<file path="src/rtl/sce_pkg.sv">
// ----------------------------------------------------------------------------
// Stuffed CRC frame encoder package
// Shared types, register codes and the reflected CRC-CCITT byte update.
// ----------------------------------------------------------------------------
package sce_pkg;

    localparam int BYTE_W = 8;
    localparam int CRC_W = 16;
    localparam int APB_DATA_W = 32;
    localparam int APB_ADDR_W = 4;

    typedef logic [BYTE_W-1:0] byte_t;
    typedef logic [CRC_W-1:0] crc_t;

    localparam crc_t CRC_INIT = 16'hFFFF;
    localparam crc_t CRC_POLY = 16'h8408;

    localparam byte_t SYNC_RESET = 8'd126;
    localparam byte_t ESCAPE_RESET = 8'd125;
    localparam byte_t MASK_RESET = 8'd32;

    // Register index, taken from paddr[3:2].
    typedef enum logic [1:0] {
        REG_SYNC   = 2'd0,
        REG_ESCAPE = 2'd1,
        REG_MASK   = 2'd2,
        REG_NONE   = 2'd3
    } reg_idx_t;

    typedef struct packed {
        byte_t sync_byte;
        byte_t escape_byte;
        byte_t escape_mask;
    } cfg_t;

    // Everything the line side needs to send the beats of one message byte.
    typedef struct packed {
        logic  need_sync;
        byte_t data;
        logic  last;
        byte_t crc_hi;
        byte_t crc_lo;
    } run_t;

    // Which symbol of the run the line side is sending.
    typedef enum logic [1:0] {
        PH_SYNC   = 2'd0,
        PH_DATA   = 2'd1,
        PH_CRC_HI = 2'd2,
        PH_CRC_LO = 2'd3
    } phase_t;

    function automatic crc_t crc_byte(input crc_t crc, input byte_t b);
        crc_t c;
        c = crc ^ {{(CRC_W-BYTE_W){1'b0}}, b};
        for (int i = 0; i < BYTE_W; i++) begin
            c = c[0] ? ((c >> 1) ^ CRC_POLY) : (c >> 1);
        end
        return c;
    endfunction

endpackage

</file>
<file path="src/rtl/sce_intf.sv">
// ----------------------------------------------------------------------------
// Stuffed CRC frame encoder channels
// Valid/ready channels for message bytes in and line bytes out.
// ----------------------------------------------------------------------------
interface sce_in_if;
    logic          valid;
    logic          ready;
    sce_pkg::byte_t data_byte;
    logic          last_byte;

    modport source (output valid, output data_byte, output last_byte, input ready);
    modport sink (input valid, input data_byte, input last_byte, output ready);
endinterface

interface sce_out_if;
    logic          valid;
    logic          ready;
    sce_pkg::byte_t line_byte;
    logic          run_last;
    logic          frame_end;

    modport source (output valid, output line_byte, output run_last, output frame_end,
                    input ready);
    modport sink (input valid, input line_byte, input run_last, input frame_end,
                  output ready);
endinterface

</file>
<file path="src/rtl/stuffed_crc_frame_encoder_core.sv">
// ----------------------------------------------------------------------------
// Stuffed CRC frame encoder core
// Frames message bytes with a sync byte, byte stuffing and a CRC-16 tail.
// ----------------------------------------------------------------------------
// Output timing: the first line beat of a message byte is registered and offered
//   in the cycle after the edge that accepts the byte.
// Throughput: one line beat per cycle while the receiver is ready; a message
//   byte yields 1 to 7 beats, and the next message byte is accepted on the edge
//   that takes its last beat.
// Reset: asynchronous, active low; registers return to their defaults, the
//   CRC to all ones, and the encoder waits for the first byte of a frame.
module stuffed_crc_frame_encoder_core (
    input  logic                               clk,
    input  logic                               rst_n,
    sce_in_if.sink                             in_ch,
    sce_out_if.source                          out_ch,
    input  logic                               psel,
    input  logic                               penable,
    input  logic                               pwrite,
    input  logic [sce_pkg::APB_ADDR_W-1:0]     paddr,
    input  logic [sce_pkg::APB_DATA_W-1:0]     pwdata,
    output logic [sce_pkg::APB_DATA_W-1:0]     prdata,
    output logic                               pready
);
    import sce_pkg::*;

    cfg_t cfg;
    run_t run;
    logic in_fire;
    logic in_frame;
    logic in_ready;

    // Register file. Software must write it only while the encoder is idle; the
    // block does not enforce it. The emitter decodes stuffing from the live values.
    sce_cfg_regs u_cfg_regs (
        .clk     (clk),
        .rst_n   (rst_n),
        .psel    (psel),
        .penable (penable),
        .pwrite  (pwrite),
        .paddr   (paddr),
        .pwdata  (pwdata),
        .prdata  (prdata),
        .pready  (pready),
        .cfg     (cfg)
    );

    assign in_ch.ready = in_ready;
    assign in_fire = in_ch.valid && in_ready;

    // Input side: the CRC update for the accepted byte is computed here and
    // captured, together with the byte, into the emitter's run register.
    sce_frame_state u_frame_state (
        .clk       (clk),
        .rst_n     (rst_n),
        .in_fire   (in_fire),
        .data_byte (in_ch.data_byte),
        .last_byte (in_ch.last_byte),
        .run       (run),
        .in_frame  (in_frame)
    );

    // Output side: walks the run one line beat per cycle while the receiver is
    // ready. The run register parts the two sides, so a finished beat may wait
    // while a new message byte is taken in the cycle its last beat leaves.
    sce_line_emitter u_line_emitter (
        .clk      (clk),
        .rst_n    (rst_n),
        .cfg      (cfg),
        .in_valid (in_ch.valid),
        .in_ready (in_ready),
        .run_in   (run),
        .out_ch   (out_ch)
    );

    // The end of a frame is always the last beat of its run.
    assert property (@(posedge clk) disable iff (!rst_n)
        out_ch.valid && out_ch.frame_end |-> out_ch.run_last)
    else $error("frame_end without run_last");

    // An idle emitter must take a new message byte.
    assert property (@(posedge clk) disable iff (!rst_n)
        !out_ch.valid |-> in_ch.ready)
    else $error("emitter idle but input not ready");

    // Accepting the last message byte closes the frame.
    assert property (@(posedge clk) disable iff (!rst_n)
        in_fire && in_ch.last_byte |=> !in_frame)
    else $error("frame still open after last byte");

    // A byte that is not the last of its frame leaves a frame open.
    assert property (@(posedge clk) disable iff (!rst_n)
        in_fire && !in_ch.last_byte |=> in_frame)
    else $error("frame not opened");

endmodule

</file>
<file path="src/rtl/sce_cfg_regs.sv">
// ----------------------------------------------------------------------------
// Configuration registers
// APB-style register file for sync byte, escape byte and escape mask.
// ----------------------------------------------------------------------------
module sce_cfg_regs (
    input  logic                               clk,
    input  logic                               rst_n,
    input  logic                               psel,
    input  logic                               penable,
    input  logic                               pwrite,
    input  logic [sce_pkg::APB_ADDR_W-1:0]     paddr,
    input  logic [sce_pkg::APB_DATA_W-1:0]     pwdata,
    output logic [sce_pkg::APB_DATA_W-1:0]     prdata,
    output logic                               pready,
    output sce_pkg::cfg_t                      cfg
);
    import sce_pkg::*;

    cfg_t     cfg_reg;
    cfg_t     cfg_next;
    reg_idx_t idx;
    logic     wr_en;

    assign idx = reg_idx_t'(paddr[3:2]);
    assign pready = 1'b1;
    assign wr_en = psel && penable && pwrite && pready;

    always_comb
    begin
        cfg_next = cfg_reg;
        if (wr_en)
        begin
            unique case (idx)
                REG_SYNC:   cfg_next.sync_byte = pwdata[BYTE_W-1:0];
                REG_ESCAPE: cfg_next.escape_byte = pwdata[BYTE_W-1:0];
                REG_MASK:   cfg_next.escape_mask = pwdata[BYTE_W-1:0];
                REG_NONE:   cfg_next = cfg_reg;
            endcase
        end
    end

    always_comb
    begin
        unique case (idx)
            REG_SYNC:   prdata = {{(APB_DATA_W-BYTE_W){1'b0}}, cfg_reg.sync_byte};
            REG_ESCAPE: prdata = {{(APB_DATA_W-BYTE_W){1'b0}}, cfg_reg.escape_byte};
            REG_MASK:   prdata = {{(APB_DATA_W-BYTE_W){1'b0}}, cfg_reg.escape_mask};
            REG_NONE:   prdata = '0;
        endcase
    end

    always_ff @(posedge clk or negedge rst_n)
    begin
        if (!rst_n)
        begin
            cfg_reg.sync_byte <= SYNC_RESET;
            cfg_reg.escape_byte <= ESCAPE_RESET;
            cfg_reg.escape_mask <= MASK_RESET;
        end
        else
        begin
            cfg_reg <= cfg_next;
        end
    end

    assign cfg = cfg_reg;

endmodule

</file>
<file path="src/rtl/sce_frame_state.sv">
// ----------------------------------------------------------------------------
// Frame state and CRC
// Tracks frame membership and the running CRC, and builds the run of one byte.
// ----------------------------------------------------------------------------
module sce_frame_state (
    input  logic            clk,
    input  logic            rst_n,
    input  logic            in_fire,
    input  sce_pkg::byte_t  data_byte,
    input  logic            last_byte,
    output sce_pkg::run_t   run,
    output logic            in_frame
);
    import sce_pkg::*;

    crc_t crc_reg;
    crc_t crc_next;
    crc_t crc_upd;
    logic in_frame_reg;
    logic in_frame_next;

    assign crc_upd = crc_byte(crc_reg, data_byte);

    always_comb
    begin
        run.need_sync = !in_frame_reg;
        run.data = data_byte;
        run.last = last_byte;
        run.crc_hi = crc_upd[CRC_W-1:BYTE_W];
        run.crc_lo = crc_upd[BYTE_W-1:0];
    end

    always_comb
    begin
        crc_next = crc_reg;
        in_frame_next = in_frame_reg;
        if (in_fire)
        begin
            // The tail closes the frame and the CRC starts over.
            crc_next = last_byte ? CRC_INIT : crc_upd;
            in_frame_next = !last_byte;
        end
    end

    always_ff @(posedge clk or negedge rst_n)
    begin
        if (!rst_n)
        begin
            crc_reg <= CRC_INIT;
            in_frame_reg <= 1'b0;
        end
        else
        begin
            crc_reg <= crc_next;
            in_frame_reg <= in_frame_next;
        end
    end

    assign in_frame = in_frame_reg;

endmodule

</file>
<file path="src/rtl/sce_line_emitter.sv">
// ----------------------------------------------------------------------------
// Line emitter
// Holds one run and sends its sync, stuffed data and stuffed CRC bytes.
// ----------------------------------------------------------------------------
module sce_line_emitter (
    input  logic            clk,
    input  logic            rst_n,
    input  sce_pkg::cfg_t   cfg,
    input  logic            in_valid,
    output logic            in_ready,
    input  sce_pkg::run_t   run_in,
    sce_out_if.source       out_ch
);
    import sce_pkg::*;

    phase_t state_reg;
    phase_t state_next;
    logic   esc_reg;
    logic   esc_next;
    logic   busy_reg;
    logic   busy_next;
    run_t   run_reg;

    byte_t  sym;
    logic   stuff;
    logic   seg_done;
    logic   last_sym;
    logic   fin;
    logic   out_fire;
    logic   load;

    // Output decode from the held run.
    always_comb
    begin
        unique case (state_reg)
            PH_SYNC:
            begin
                sym = cfg.sync_byte;
                last_sym = 1'b0;
            end
            PH_DATA:
            begin
                sym = run_reg.data;
                last_sym = !run_reg.last;
            end
            PH_CRC_HI:
            begin
                sym = run_reg.crc_hi;
                last_sym = 1'b0;
            end
            PH_CRC_LO:
            begin
                sym = run_reg.crc_lo;
                last_sym = 1'b1;
            end
        endcase
        stuff = (state_reg != PH_SYNC) &&
                ((sym == cfg.sync_byte) || (sym == cfg.escape_byte));
        seg_done = !stuff || esc_reg;
        fin = seg_done && last_sym;

        out_ch.valid = busy_reg;
        out_ch.line_byte = esc_reg ? (sym ^ cfg.escape_mask) :
                           (stuff ? cfg.escape_byte : sym);
        out_ch.run_last = fin;
        out_ch.frame_end = fin && (state_reg == PH_CRC_LO);
    end

    assign out_fire = busy_reg && out_ch.ready;
    assign in_ready = !busy_reg || (out_ch.ready && fin);
    assign load = in_valid && in_ready;

    // Next state.
    always_comb
    begin
        state_next = state_reg;
        esc_next = esc_reg;
        if (out_fire && !fin)
        begin
            if (!seg_done)
            begin
                esc_next = 1'b1;
            end
            else
            begin
                esc_next = 1'b0;
                unique case (state_reg)
                    PH_SYNC:   state_next = PH_DATA;
                    PH_DATA:   state_next = PH_CRC_HI;
                    PH_CRC_HI: state_next = PH_CRC_LO;
                    PH_CRC_LO: state_next = PH_CRC_LO;
                endcase
            end
        end
        if (load)
        begin
            state_next = run_in.need_sync ? PH_SYNC : PH_DATA;
            esc_next = 1'b0;
        end
        busy_next = load ? 1'b1 : ((out_fire && fin) ? 1'b0 : busy_reg);
    end

    always_ff @(posedge clk or negedge rst_n)
    begin
        if (!rst_n)
        begin
            state_reg <= PH_SYNC;
            esc_reg <= 1'b0;
            busy_reg <= 1'b0;
        end
        else
        begin
            state_reg <= state_next;
            esc_reg <= esc_next;
            busy_reg <= busy_next;
        end
    end

    always_ff @(posedge clk)
    begin
        if (load)
        begin
            run_reg <= run_in;
        end
    end

endmodule

</file>
<file path="src/flat_wrapper.sv">
// flat-port wrapper written by rule: the top's interface ports become plain ports
module stuffed_crc_frame_encoder_core_flat import sce_pkg::*;
  (clk, rst_n, psel, penable, pwrite, paddr, pwdata, prdata, pready, in_ch_valid, in_ch_data_byte, in_ch_last_byte, in_ch_ready, out_ch_valid, out_ch_line_byte, out_ch_run_last, out_ch_frame_end, out_ch_ready);
  sce_in_if in_ch_i ();
  sce_out_if out_ch_i ();
  input  logic clk;
  input  logic rst_n;
  input  logic psel;
  input  logic penable;
  input  logic pwrite;
  input  logic [sce_pkg::APB_ADDR_W-1:0] paddr;
  input  logic [sce_pkg::APB_DATA_W-1:0] pwdata;
  output logic [sce_pkg::APB_DATA_W-1:0] prdata;
  output logic pready;
  input wire logic [$bits(in_ch_i.valid)-1:0] in_ch_valid;
  input wire logic [$bits(in_ch_i.data_byte)-1:0] in_ch_data_byte;
  input wire logic [$bits(in_ch_i.last_byte)-1:0] in_ch_last_byte;
  output wire logic [$bits(in_ch_i.ready)-1:0] in_ch_ready;
  output wire logic [$bits(out_ch_i.valid)-1:0] out_ch_valid;
  output wire logic [$bits(out_ch_i.line_byte)-1:0] out_ch_line_byte;
  output wire logic [$bits(out_ch_i.run_last)-1:0] out_ch_run_last;
  output wire logic [$bits(out_ch_i.frame_end)-1:0] out_ch_frame_end;
  input wire logic [$bits(out_ch_i.ready)-1:0] out_ch_ready;
  assign in_ch_i.valid = in_ch_valid;
  assign in_ch_i.data_byte = in_ch_data_byte;
  assign in_ch_i.last_byte = in_ch_last_byte;
  assign in_ch_ready = in_ch_i.ready;
  assign out_ch_valid = out_ch_i.valid;
  assign out_ch_line_byte = out_ch_i.line_byte;
  assign out_ch_run_last = out_ch_i.run_last;
  assign out_ch_frame_end = out_ch_i.frame_end;
  assign out_ch_i.ready = out_ch_ready;
  stuffed_crc_frame_encoder_core u_core (.clk(clk), .rst_n(rst_n), .in_ch(in_ch_i), .out_ch(out_ch_i), .psel(psel), .penable(penable), .pwrite(pwrite), .paddr(paddr), .pwdata(pwdata), .prdata(prdata), .pready(pready));
endmodule
</file>
<file path="config.mk">
export PLATFORM = sky130hd
export DESIGN_NAME = stuffed_crc_frame_encoder_core_flat
export DESIGN_NICKNAME = d
export VERILOG_FILES = /design/src/rtl/sce_pkg.sv /design/src/rtl/sce_intf.sv /design/src/rtl/stuffed_crc_frame_encoder_core.sv /design/src/rtl/sce_cfg_regs.sv /design/src/rtl/sce_frame_state.sv /design/src/rtl/sce_line_emitter.sv /design/src/flat_wrapper.sv
export SDC_FILE = /design/constraint.sdc
export NUM_CORES = 1
export LEC_CHECK = 0
export BUFFER_PORTS_ARGS = -buffer_cell sky130_fd_sc_hd__buf_2
export CAP_MARGIN = 20
export CORE_MARGIN = 2
export CORE_UTILIZATION = 60
export CTS_BUF_LIST = sky130_fd_sc_hd__clkbuf_8
export DETAILED_ROUTE_END_ITERATION = 16
export HOLD_SLACK_MARGIN = 0.12
export PLACE_DENSITY = 0.87
export SETUP_SLACK_MARGIN = 0.2
export SLEW_MARGIN = 20
export SYNTH_ARGS = -nofsm -noshare
export SYNTH_HDL_FRONTEND = slang
export SYNTH_HIERARCHICAL = 1
export SYNTH_SLANG_ARGS = --single-unit
</file>
<file path="constraint.sdc">
create_clock -name clk -period 5.3 [get_ports clk]
set_input_delay 0.53 -clock clk [delete_from_list [all_inputs] [get_ports clk]]
set_output_delay 0.53 -clock clk [all_outputs]
set_load 0.01 [all_outputs]
</file>
==> qor.csv, run 1 <==
metric,value,unit
status,"finished, final reports clean",
relSlewSlack,33.6,%
htree_num_levels,3,
cellLeakagePower,1.94,nW
max_slew.worst_pin.slew,0.996,ns
postCtsSetupBuffers,0,
grt_use_total,23.2,%
clockRootBuffer,clkbuf_8,
initialDrtViolationCount,186,
synth_edf_count,25,
drc,0,
fin_nets,447,
port_buffers,45,
ioPinCount,97,
max_stage_delay,1.00,ns
worst-path-buf-inv,1,
drtPass1Iterations,6,
grt_pass1_wl,13500,um
maxCapViolCount,0,
path_cells,mux4_1 -> xnor2_1 -> nand4_1 -> nor2_1 -> a21oi_2 -> or2_0 -> a311o_1 -> buf_2,
ctsHoldBuffers,0,
synth_area_leaders,"dfstp_2 (18%), edfxtp_1 (17%), dfrtp_1 (9.2%)",
cp_data_required_time,4.77,ns
grt_max_degree,46,
numCtsBuffers,9,
fin_crit_sh,82.8,%
path_class,flip-flop to primary output,
cts.sinks,70,
syn_area,4350,um^2
ir_drop,0.000324,V
vias_per_cell,5.65,
synthArstFlopShare,64.3,%
fin_worst_skew,0.0104,ns
die-area,7940,um^2
synth_cells,366,
grt_pass1_vias,2712,
slew_viol_final,0,
seq_area_frac_synth,44.0,%
syn_to_final_growth,6.45,%
synth.avg_cell_area,11.9,um^2
ys.flop_type,dfstp_2,
wl_per_cell,17.3,um
min_path_type,input port to async pin,
hpwl,6320,um
fp.coreArea,7140,um^2
crit_path_top_delay_cell,dfrtp_1,
crit_family,flip-flops,
synth_warnings,6,
power_density,600,nW/um^2
crit_fanout,24,
synth-seq-cells,70,
wirelength,8630,um
fin_crit,4.39,ns
final_antenna_net_count,0,
setup_tns,0,ns
start_kind,flip-flop,
clk_path_buf_depth,2,
clock_latency,0.35,ns
drive_gt1_share,33.3,%
cts_tree,yes,
antenna_found_initial,0,
dieHeight,89.1,um
setup_violations,0,
antenna_cells,0,
fin_util,64.8,%
globalplace.congestion,0.857,
die_x,89.1,um
clk_pin_slew,0.08,ns
vias,2817,
synth_top_cell_area_share,17.5,%
hold_viol_final,0,
cp-end-kind,primary output,
rsz0062_at_grt,no,
timing.fmax,228,MHz
cts_resized,0,
critical_path_arrival,3.86,ns
largest_reg_flops,25,
netlist.top_cell.by_area,dfstp_2,
yosysUniqueCellTypes,58,
start_util,60.9,%
overflow,0,
std_cell_rows,31,
Yosys cell counts (all sizes together) (2+ instances only):
master and n:
buf 42, xnor2 37, dfstp 29, edfxtp 25, mux2 24, inv 21, nor2 20, dfrtp 16
o21ai 16, mux2i 15, a21oi 12, nand2 12, clkbuf 9, mux4 8, xnor3 7, xor2 6
a31oi 5, and2 5, o22a 5, or3b 5, a311o 4, nand2b 4, nor4b 4, o22ai 4
nand4 3, o21a 3, conb 2, nor2b 2, nor3 2, xor3 2
placed cells by master, fill, tap and decap left out, types with 2 or more instances in the layout:
cell type,synthesis,layout
buf_2,3,44
xnor2_1,34,34
dfstp_2,29,29
conb_1,2,25
edfxtp_1,25,25
mux2_2,24,24
inv_1,21,22
nor2_1,20,20
dfrtp_1,16,16
mux2i_1,15,15
o21ai_0,15,15
nand2_1,12,12
a21oi_1,11,11
clkbuf_8,0,10
mux4_2,7,7
xnor3_1,6,6
xor2_1,6,6
and2_1,5,5
o22a_1,5,5
a31oi_1,5,5
nand2b_1,4,4
o22ai_1,4,4
nor4b_1,4,4
a311o_1,4,4
or3b_2,4,4
o21a_1,3,3
nand4_1,3,3
clkinvlp_4,0,2
buf_4,35,2
nor2b_1,2,2
xnor2_2,2,2
xor3_1,2,2
metal layers:
metal  GRT usage (%)  routed length, um  share of wire (%)  up-vias
met3            5.08                505                5.9       10
met2            37.8               4260                 49      112
met5               0                  0                  0        -
met1            30.6               3740                 43     1392
li1                -                  -                  -     1303
met4            8.82                121                1.4        0
final cells by class:
| type | count | area (um^2) |
|---|---|---|
| timing repair buffer | 46 | 235 |
| tap | 99 | 124 |
| clock inverter | 6 | 62.6 |
| sequential | 70 | 1910 |
| inverter | 21 | 78.8 |
| fill | 584 | 2510 |
| multi-input combinational | 247 | 2080 |
| clock buffer | 10 | 138 |
worst reg2reg max path, cell delays in order, from the launching register on:
cell     delay, ns
dfrtp_1       1.00
mux4_1        0.76
xnor2_1       0.17
nand4_1       0.11
nor2_1        0.06
a21oi_2       0.55
nor2_1        0.12
o21ai_0       0.24
and2_1        0.18
buf_4         0.24
nor2b_1       0.66
a21oi_1       0.18
stage by stage:
stage	std cells	hold WS [ns]	setup slack [ns]	total power [mW]	instance area [um^2]
floorplan	389	0.234	2.05	2.04	4430
global placement	483	0.493	1.09	2.28	4420
detailed placement	483	0.500	0.996	2.34	4420
CTS	499	0.370	0.972	2.78	4620
global route	499	0.209	0.600	2.95	4630
finish	499	0.176	0.913	2.77	4630
report_power, final:
group	switching (mW)	leakage, nW	total (mW)	internal, mW
combinational	0.643	1.11	1.31	0.664
clock	0.203	0.100	0.432	0.229
sequential	0.202	0.730	1.04	0.834
logic make-up after synthesis:
group	share of synthesized area, %
XOR/XNOR	14.2
buffers and inverters	10.2
AO/OA/AOI/OAI	9.47
flip-flops	44.0
multiplexers	13.9
other	0.173
AND/OR/NAND/NOR	8.03
path summary, 6_finish.rpt:
path,from,end,slack [ns],cells after the start
hold reg to reg,u_core/u_frame_state/crc_reg[8]$_DFFE_PN1P_,u_core/u_frame_state/crc_reg[8]$_DFFE_PN1P_,0.51,2
setup / recovery,u_core/u_line_emitter/state_reg[1]$_DFFE_PN0P_,out_ch_line_byte[1],0.91,8
setup reg to reg,u_core/u_line_emitter/state_reg[1]$_DFFE_PN0P_,u_core/u_frame_state/crc_reg[14]$_DFFE_PN1P_,0.94,11
min in group clk,in_ch_data_byte[4],u_core/u_line_emitter/run_reg[21]$_DFFE_PP_,0.38,1
hold / removal,rst_n,u_core/u_cfg_regs/cfg[15]$_DFFE_PN0P_,0.18,1
max in group asynchronous,rst_n,u_core/u_cfg_regs/cfg[0]$_DFFE_PN0P_,4.71,1
Note: power is estimated with default switching activity, not from simulation.
==> inputs of run 2 (changes only) <==
Settings changed: CORE_UTILIZATION 60 to 57, PLACE_DENSITY 0.87 to 0.83.
Clock period 5.3 ns to 4.3 ns, I/O delays scaled along.
==> run 2 against run 1 <==
Cell area increased by 1.0%. First-iteration DRC count grew 4.8%. Utilization down 1.1 points. Largest power group unchanged.
==> qor.csv, run 2 (synthesis results as in run 1) <==
metric,value,unit,change
rsz0062_at_grt,no,,
start_kind,flip-flop,,
timing.fmax,258,MHz,
antenna_found_initial,0,,unchanged
fin_nets,450,,+0.67%
fin_crit_sh,90.2,%,
min_path_type,input port to async pin,,
cp-end-kind,primary output,,
hold_viol_final,0,,unchanged
met2_usage,38.0,%,+0.18 points
globalplace.congestion,0.817,,-4.6%
largest_reg_flops,25,,unchanged
cts.sinks,70,,unchanged
crit_family,compound AO/OA/AOI/OAI gates,,
hpwl,6350,um,+0.53%
grt_pass1_vias,2742,,+1.1%
postCtsSetupBuffers,0,,unchanged
numCtsBuffers,9,,unchanged
layout_commonest_cell,buf_2,,
clock_latency,0.35,ns,about the same
worst-path-buf-inv,1,,unchanged
most-common-layout-cells,"buf_2 (44), xnor2_1 (34), dfstp_2 (29)",,
path_class,flip-flop to primary output,,
power_density,745,nW/um^2,+24%
startpoint,u_core/u_line_emitter/state_reg[1]$_DFFE_PN0P_,,
status,"finished, final reports clean",,
crit_path_top_delay_cell,mux4_1,,
crit_fanout,18,,-25%
cp_data_required_time,3.87,ns,-0.90 ns
top_usage_layer,met2,,
initialDrtViolationCount,195,,+4.8%
final_antenna_net_count,0,,unchanged
grt_pass1_wl,14000,um,+3.1%
antenna_cells,0,,unchanged
clk_pin_slew,0.07,ns,about the same
drc,0,,unchanged
ir_drop,0.000457,V,+41%
r2r_end,u_core/u_frame_state/crc_reg[8]$_DFFE_PN1P_,,
dieHeight,91.3,um,+2.5%
setup_violations,0,,unchanged
cellLeakagePower,1.97,nW,+1.3%
htree_num_levels,3,,unchanged
wl_per_cell,17.4,um,+0.60%
fin_worst_skew,0.00674,ns,-0.00368 ns
grtUsageMet1,28.1,%,-2.4 points
timing.reg2reg.setup_slack,0.94,ns,about the same
fp.coreArea,7330,um^2,+2.7%
path_cells,mux4_1 -> xnor2_1 -> nand4_1 -> nor2_1 -> a21oi_2 -> or2_0 -> a311o_1 -> buf_2,,
grt_use_total,21.9,%,-1.3 points
dp.cells,486,,+0.62%
setup_tns,0,ns,unchanged
die-area,8340,um^2,+5.0%
drtPass1Iterations,4,,-2
ioPinCount,97,,unchanged
ctsHoldBuffers,0,,unchanged
crit_end,out_ch_line_byte[1],,
relSlewSlack,40.7,%,+7.1 points
clockRootBuffer,clkbuf_8,,
grt_util_met3,5.15,%,+0.067 points
start_util,59.3,%,-1.6 points
die_x,91.3,um,+2.5%
path_depth,8,,unchanged
fin_crit,3.88,ns,
slew_viol_final,0,,unchanged
finalNonFillerCells,502,,+0.60%
port_buffers,45,,unchanged
std_cell_rows,31,,unchanged
overflow,0,,unchanged
syn_to_final_growth,7.51,%,
rr_worst_depth,11,,unchanged
vias_per_cell,5.57,,-1.4%
clk_path_buf_depth,2,,unchanged
wirelength,8740,um,+1.2%
drive_gt1_share,34.2,%,+0.99 points
r2r-start,u_core/u_line_emitter/state_reg[1]$_DFFE_PN0P_,,
maxCapViolCount,0,,unchanged
vias,2795,,-0.78%
grt_max_degree,46,,unchanged
critical_path_arrival,3.45,ns,-0.41 ns
max_slew.worst_pin.slew,0.886,ns,-0.110 ns
max_stage_delay,0.70,ns,-0.30 ns
cts_tree,yes,,
run 2: cell count changes in the layout (fill, tap and decap cells not counted):
cell        before  now
clkinvlp_4       2    1
buf_4            2    5
clkbuf_8        10    9
dfrtp_1         16   14
clkinv_4         0    2
dfrtp_2          0    2
clkinv_2         1    0
bufinv_16        1    2
run 2: how the worst min path moves through the flow:
stage                                                 start                                        endpoint  depth (start not counted)
2_1_floorplan                                         rst_n            u_core/u_cfg_regs/cfg[0]$_DFFE_PN0P_                          0
3_3_place_gp    u_core/u_frame_state/crc_reg[8]$_DFFE_PN1P_     u_core/u_frame_state/crc_reg[8]$_DFFE_PN1P_                          2
3_5_place_dp   u_core/u_frame_state/crc_reg[14]$_DFFE_PN1P_    u_core/u_frame_state/crc_reg[14]$_DFFE_PN1P_                          2
4_1_cts                                  in_ch_data_byte[4]     u_core/u_line_emitter/run_reg[21]$_DFFE_PP_                          1
5_1_grt                                               rst_n  u_core/u_line_emitter/state_reg[0]$_DFFE_PN0P_                          1
6_report                                              rst_n           u_core/u_cfg_regs/cfg[15]$_DFFE_PN0P_                          1
run 2: power breakdown:
part	internal [mW]	leakage, nW	switching, mW
Sequential	1.03	0.728	0.239
Clock	0.328	0.111	0.257
Combinational	0.827	1.13	0.803
run 2: per-stage QoR:
step / instance area (um^2) / power, mW / hold WS, ns / worst slack, ns / utilization [%]
finish: 4670 / 3.48 / 0.0822 / 0.421 / 63.7
floorplan: 4430 / 2.51 / 0.134 / 1.05 / -
CTS: 4670 / 3.50 / 0.270 / 0.336 / 63.7
global placement: 4450 / 2.82 / 0.493 / 0.612 / 60.7
global route: 4670 / 3.70 / 0.126 / 0.256 / 63.7
detailed placement: 4450 / 2.90 / 0.499 / 0.599 / 60.7
run 2: layer usage:
metal,vias to the layer above,part of all wire (%)
li1,1303,-
met1,1390,43
met5,-,0
met3,6,5.5
met2,96,51
met4,0,0.70
run 2: repair_timing:
| action | in CTS | in global routing |
|---|---|---|
| gates cloned | 0 | 0 |
| gates resized for setup | 1 | 1 |
| setup endpoints to repair | 1 | 4 |
run 2: layout make-up:
type | instances | area [um^2]
fillers | 591 | 2660
clock inverters | 7 | 97.6
clock buffers | 9 | 124
flip-flops and latches | 70 | 1920
inverters | 21 | 78.8
repair buffers | 49 | 258
well taps | 99 | 124
multi-input cells | 247 | 2080
==> inputs of run 3 (changes only) <==
Settings changed: CORE_ASPECT_RATIO set to 0.6, CORE_UTILIZATION 57 to 56, SYNTH_HIERARCHICAL 1 to unset.
==> run 3 against run 2 <==
Maximum frequency increased by 6.1%. Global-route usage increased by 1.5 points. Final cell count increased by 4.0%. Routed wire length increased by 1.4%. Clock skew increased by 0.0025 ns. Count of clock-buffer cells in the layout unchanged. Clock power increased by 7.9%. Area after synthesis decreased by 3.7%. Critical endpoint is now out_ch_line_byte[2]. Largest cell class unchanged. Largest power group unchanged.
==> qor.csv, run 3 <==
metric,value,unit,change
globalplace.congestion,0.894,,+9.4%
syn_to_final_growth,11.1,%,
vias_per_cell,5.48,,-1.6%
crit_fanout,15,,-3
path_cells,buf_4 -> mux2i_1 -> xnor2_1 -> o41ai_2 -> a21oi_1 -> or2_1 -> a311o_1 -> buf_2,,
worst-path-buf-inv,2,,+1
wl_per_cell,17.0,um,-2.5%
grt_pass1_vias,2675,,-2.4%
setup_violations,0,,unchanged
std_cell_rows,24,,-23%
drc,0,,unchanged
fin_nets,465,,+3.3%
initialDrtViolationCount,240,,+23%
wirelength,8860,um,+1.4%
fp.coreArea,7270,um^2,-0.87%
synthTopCellsByCount,"xnor2_1 (46), mux2i_1 (34), dfstp_2 (29), nor2_1 (29), buf_4 (27)",,
synth_warnings,0,,-6
cts_resized,0,,-1
stdcell_area,4650,um^2,-0.43%
htree_num_levels,3,,unchanged
cp-end-kind,primary output,,
yosysUniqueCellTypes,42,,-28%
netlist.top_cell.by_area,dfstp_2,,
synth_cells,369,,+0.82%
antenna_found_initial,0,,unchanged
slew_viol_final,0,,unchanged
most-common-layout-cells,"xnor2_1 (46), buf_2 (44), mux2i_1 (34)",,
rsz0062_at_grt,no,,
maxCapViolCount,0,,unchanged
hold_viol_final,0,,unchanged
grt_use_total,23.4,%,+1.5 points
total_power,3.62,mW,+3.9%
fin_crit_sh,85.0,%,-5.2 points
die_x,116,um,+27%
cp_data_required_time,3.87,ns,about the same
crit_family,compound AO/OA/AOI/OAI gates,,
drive_gt1_share,31.3,%,-2.9 points
dp_worst_setup_slack,1.06,ns,+0.463 ns
ir_drop,0.000339,V,-26%
clk_pin_slew,0.08,ns,about the same
dieHeight,71.0,um,-22%
path_class,flip-flop to primary output,,
clk_path_buf_depth,2,,unchanged
clockRootBuffer,clkbuf_8,,
numCtsBuffers,9,,unchanged
final_antenna_net_count,0,,unchanged
seq_area_frac_synth,45.7,%,+1.7 points
min_path_type,input port to flip-flop,,
ys.flop_type,dfstp_2,,
synth_edf_count,25,,unchanged
hold_ws,0.260,ns,+0.178 ns
cellLeakagePower,2.05,nW,+4.1%
overflow,0,,unchanged
finalNonFillerCells,522,,+4.0%
die-area,8210,um^2,-1.6%
whs_path_depth,1,,
synth_top_cell_area_share,18.2,%,+0.67 points
relSlewSlack,46.9,%,+6.2 points
syn_area,4190,um^2,-3.7%
critical_path_arrival,3.23,ns,-0.22 ns
rr_worst_depth,8,,-3
synth_most_common_cell,xnor2_1,,
placed_area,4400,um^2,-0.96%
fin_crit,3.66,ns,-0.223 ns
layout_commonest_cell,xnor2_1,,
dp.cells,505,,+3.9%
synth.avg_cell_area,11.3,um^2,-4.5%
clock_latency,0.36,ns,about the same
start_util,57.6,%,-1.7 points
grt_pass1_wl,14100,um,+0.89%
grt_max_degree,46,,unchanged
cts_tree,yes,,
fin_worst_skew,0.00921,ns,+0.00248 ns
timing.fmax,274,MHz,+6.1%
status,"finished, final reports clean",,
fin_util,64.0,%,+0.28 points
synth_area_leaders,"dfstp_2 (18%), edfxtp_1 (18%), xnor2_1 (9.6%)",,
max_stage_delay,0.56,ns,-0.14 ns
hpwl,6560,um,+3.3%
antenna_cells,0,,unchanged
cts.sinks,70,,unchanged
ioPinCount,97,,unchanged
synthArstFlopShare,64.3,%,unchanged
drtPass1Iterations,4,,unchanged
worst_slack,0.644,ns,+0.223 ns
vias,2861,,+2.4%
start_kind,flip-flop,,
crit_path_top_delay_cell,dfrtp_1,,
synth-seq-cells,70,,unchanged
power_density,778,nW/um^2,+4.4%
largest_reg_flops,25,,unchanged
port_buffers,45,,unchanged
setup_tns,0,ns,unchanged
path_depth,8,,unchanged
max_slew.worst_pin.slew,0.794,ns,-0.0920 ns
[run 3: cell types whose count changed after synthesis, sizes merged, moves of 5 or more]
cell	delta
xnor3	-7
xnor2	+9
buf	-6
a21oi	-11
nand2	+6
and2	-5
nor2	+10
mux2i	+19
or3b	-5
[run 3: timing repair]
item / CTS / global route
hold endpoints to repair: 0 / 16
buffers inserted: 0 / 0
hold buffers: 0 / 1
[run 3: worst reg2reg max path: stages, from the launching register on]
cell and delay, ns:
dfrtp_1 0.56, buf_4 0.30, mux4_2 0.40, xnor2_1 0.16, nand4_1 0.14, nor2_2 0.07
a211oi_1 0.37, o21ai_2 0.13, inv_2 0.41
[run 3: worst paths after layout]
check	start	endpoint	slack [ns]
worst max-delay path	u_core.u_line_emitter.state_reg[0]$_DFFE_PN0P_	out_ch_line_byte[2]	0.64
worst min-delay path	in_ch_data_byte[5]	u_core.u_line_emitter.run_reg[22]$_DFFE_PP_	0.26
worst max register to register	u_core.u_line_emitter.state_reg[0]$_DFFE_PN0P_	u_core.u_line_emitter.run_reg[3]$_DFFE_PP_	1.38
worst min register to register	u_core.u_frame_state.crc_reg[3]$_DFFE_PN1P_	u_core.u_frame_state.crc_reg[3]$_DFFE_PN1P_	0.48
max in group asynchronous	rst_n	u_core.u_frame_state.crc_reg[3]$_DFFE_PN1P_	3.27
min in group asynchronous	rst_n	u_core.u_line_emitter.out_ch.valid$_DFFE_PN0P_	0.63
[run 3: report_power, final]
part	switching (mW)	internal, mW	total, mW	leakage [nW]
registers	0.193	1.04	1.23	0.729
clock network	0.250	0.382	0.631	0.121
logic	0.950	0.806	1.76	1.20
[run 3: kinds of logic (layout without fill, tap and decap cells)]
family	Yosys count	count (layout)	share of synthesized area, %
and+or+nand+nor	74	74	8.55
buffers and inverters	65	91	8.58
muxes	66	66	18.9
AOI/OAI and AO/OA	38	38	6.81
xor gates and xnor gates	54	54	11.3
DFF	70	70	45.7
other	2	25	0.179
[run 3: layout make-up]
type / instances / area [um^2]
well taps: 104 / 130
inverters: 23 / 86.3
flip-flops and latches: 70 / 1910
multi-input cells: 257 / 2000
fillers: 595 / 2610
clock buffers: 9 / 124
repair buffers: 52 / 283
clock inverters: 7 / 113
[run 3: metal layers]
layer / GRT usage [%] / share of wire [%] / up-vias
met5: 0 / 0 / -
met2: 31.4 / 43 / 107
met4: 7.67 / 0.73 / 0
met1: 34.9 / 48 / 1414
met3: 8.74 / 7.9 / 6
li1: - / - / 1334
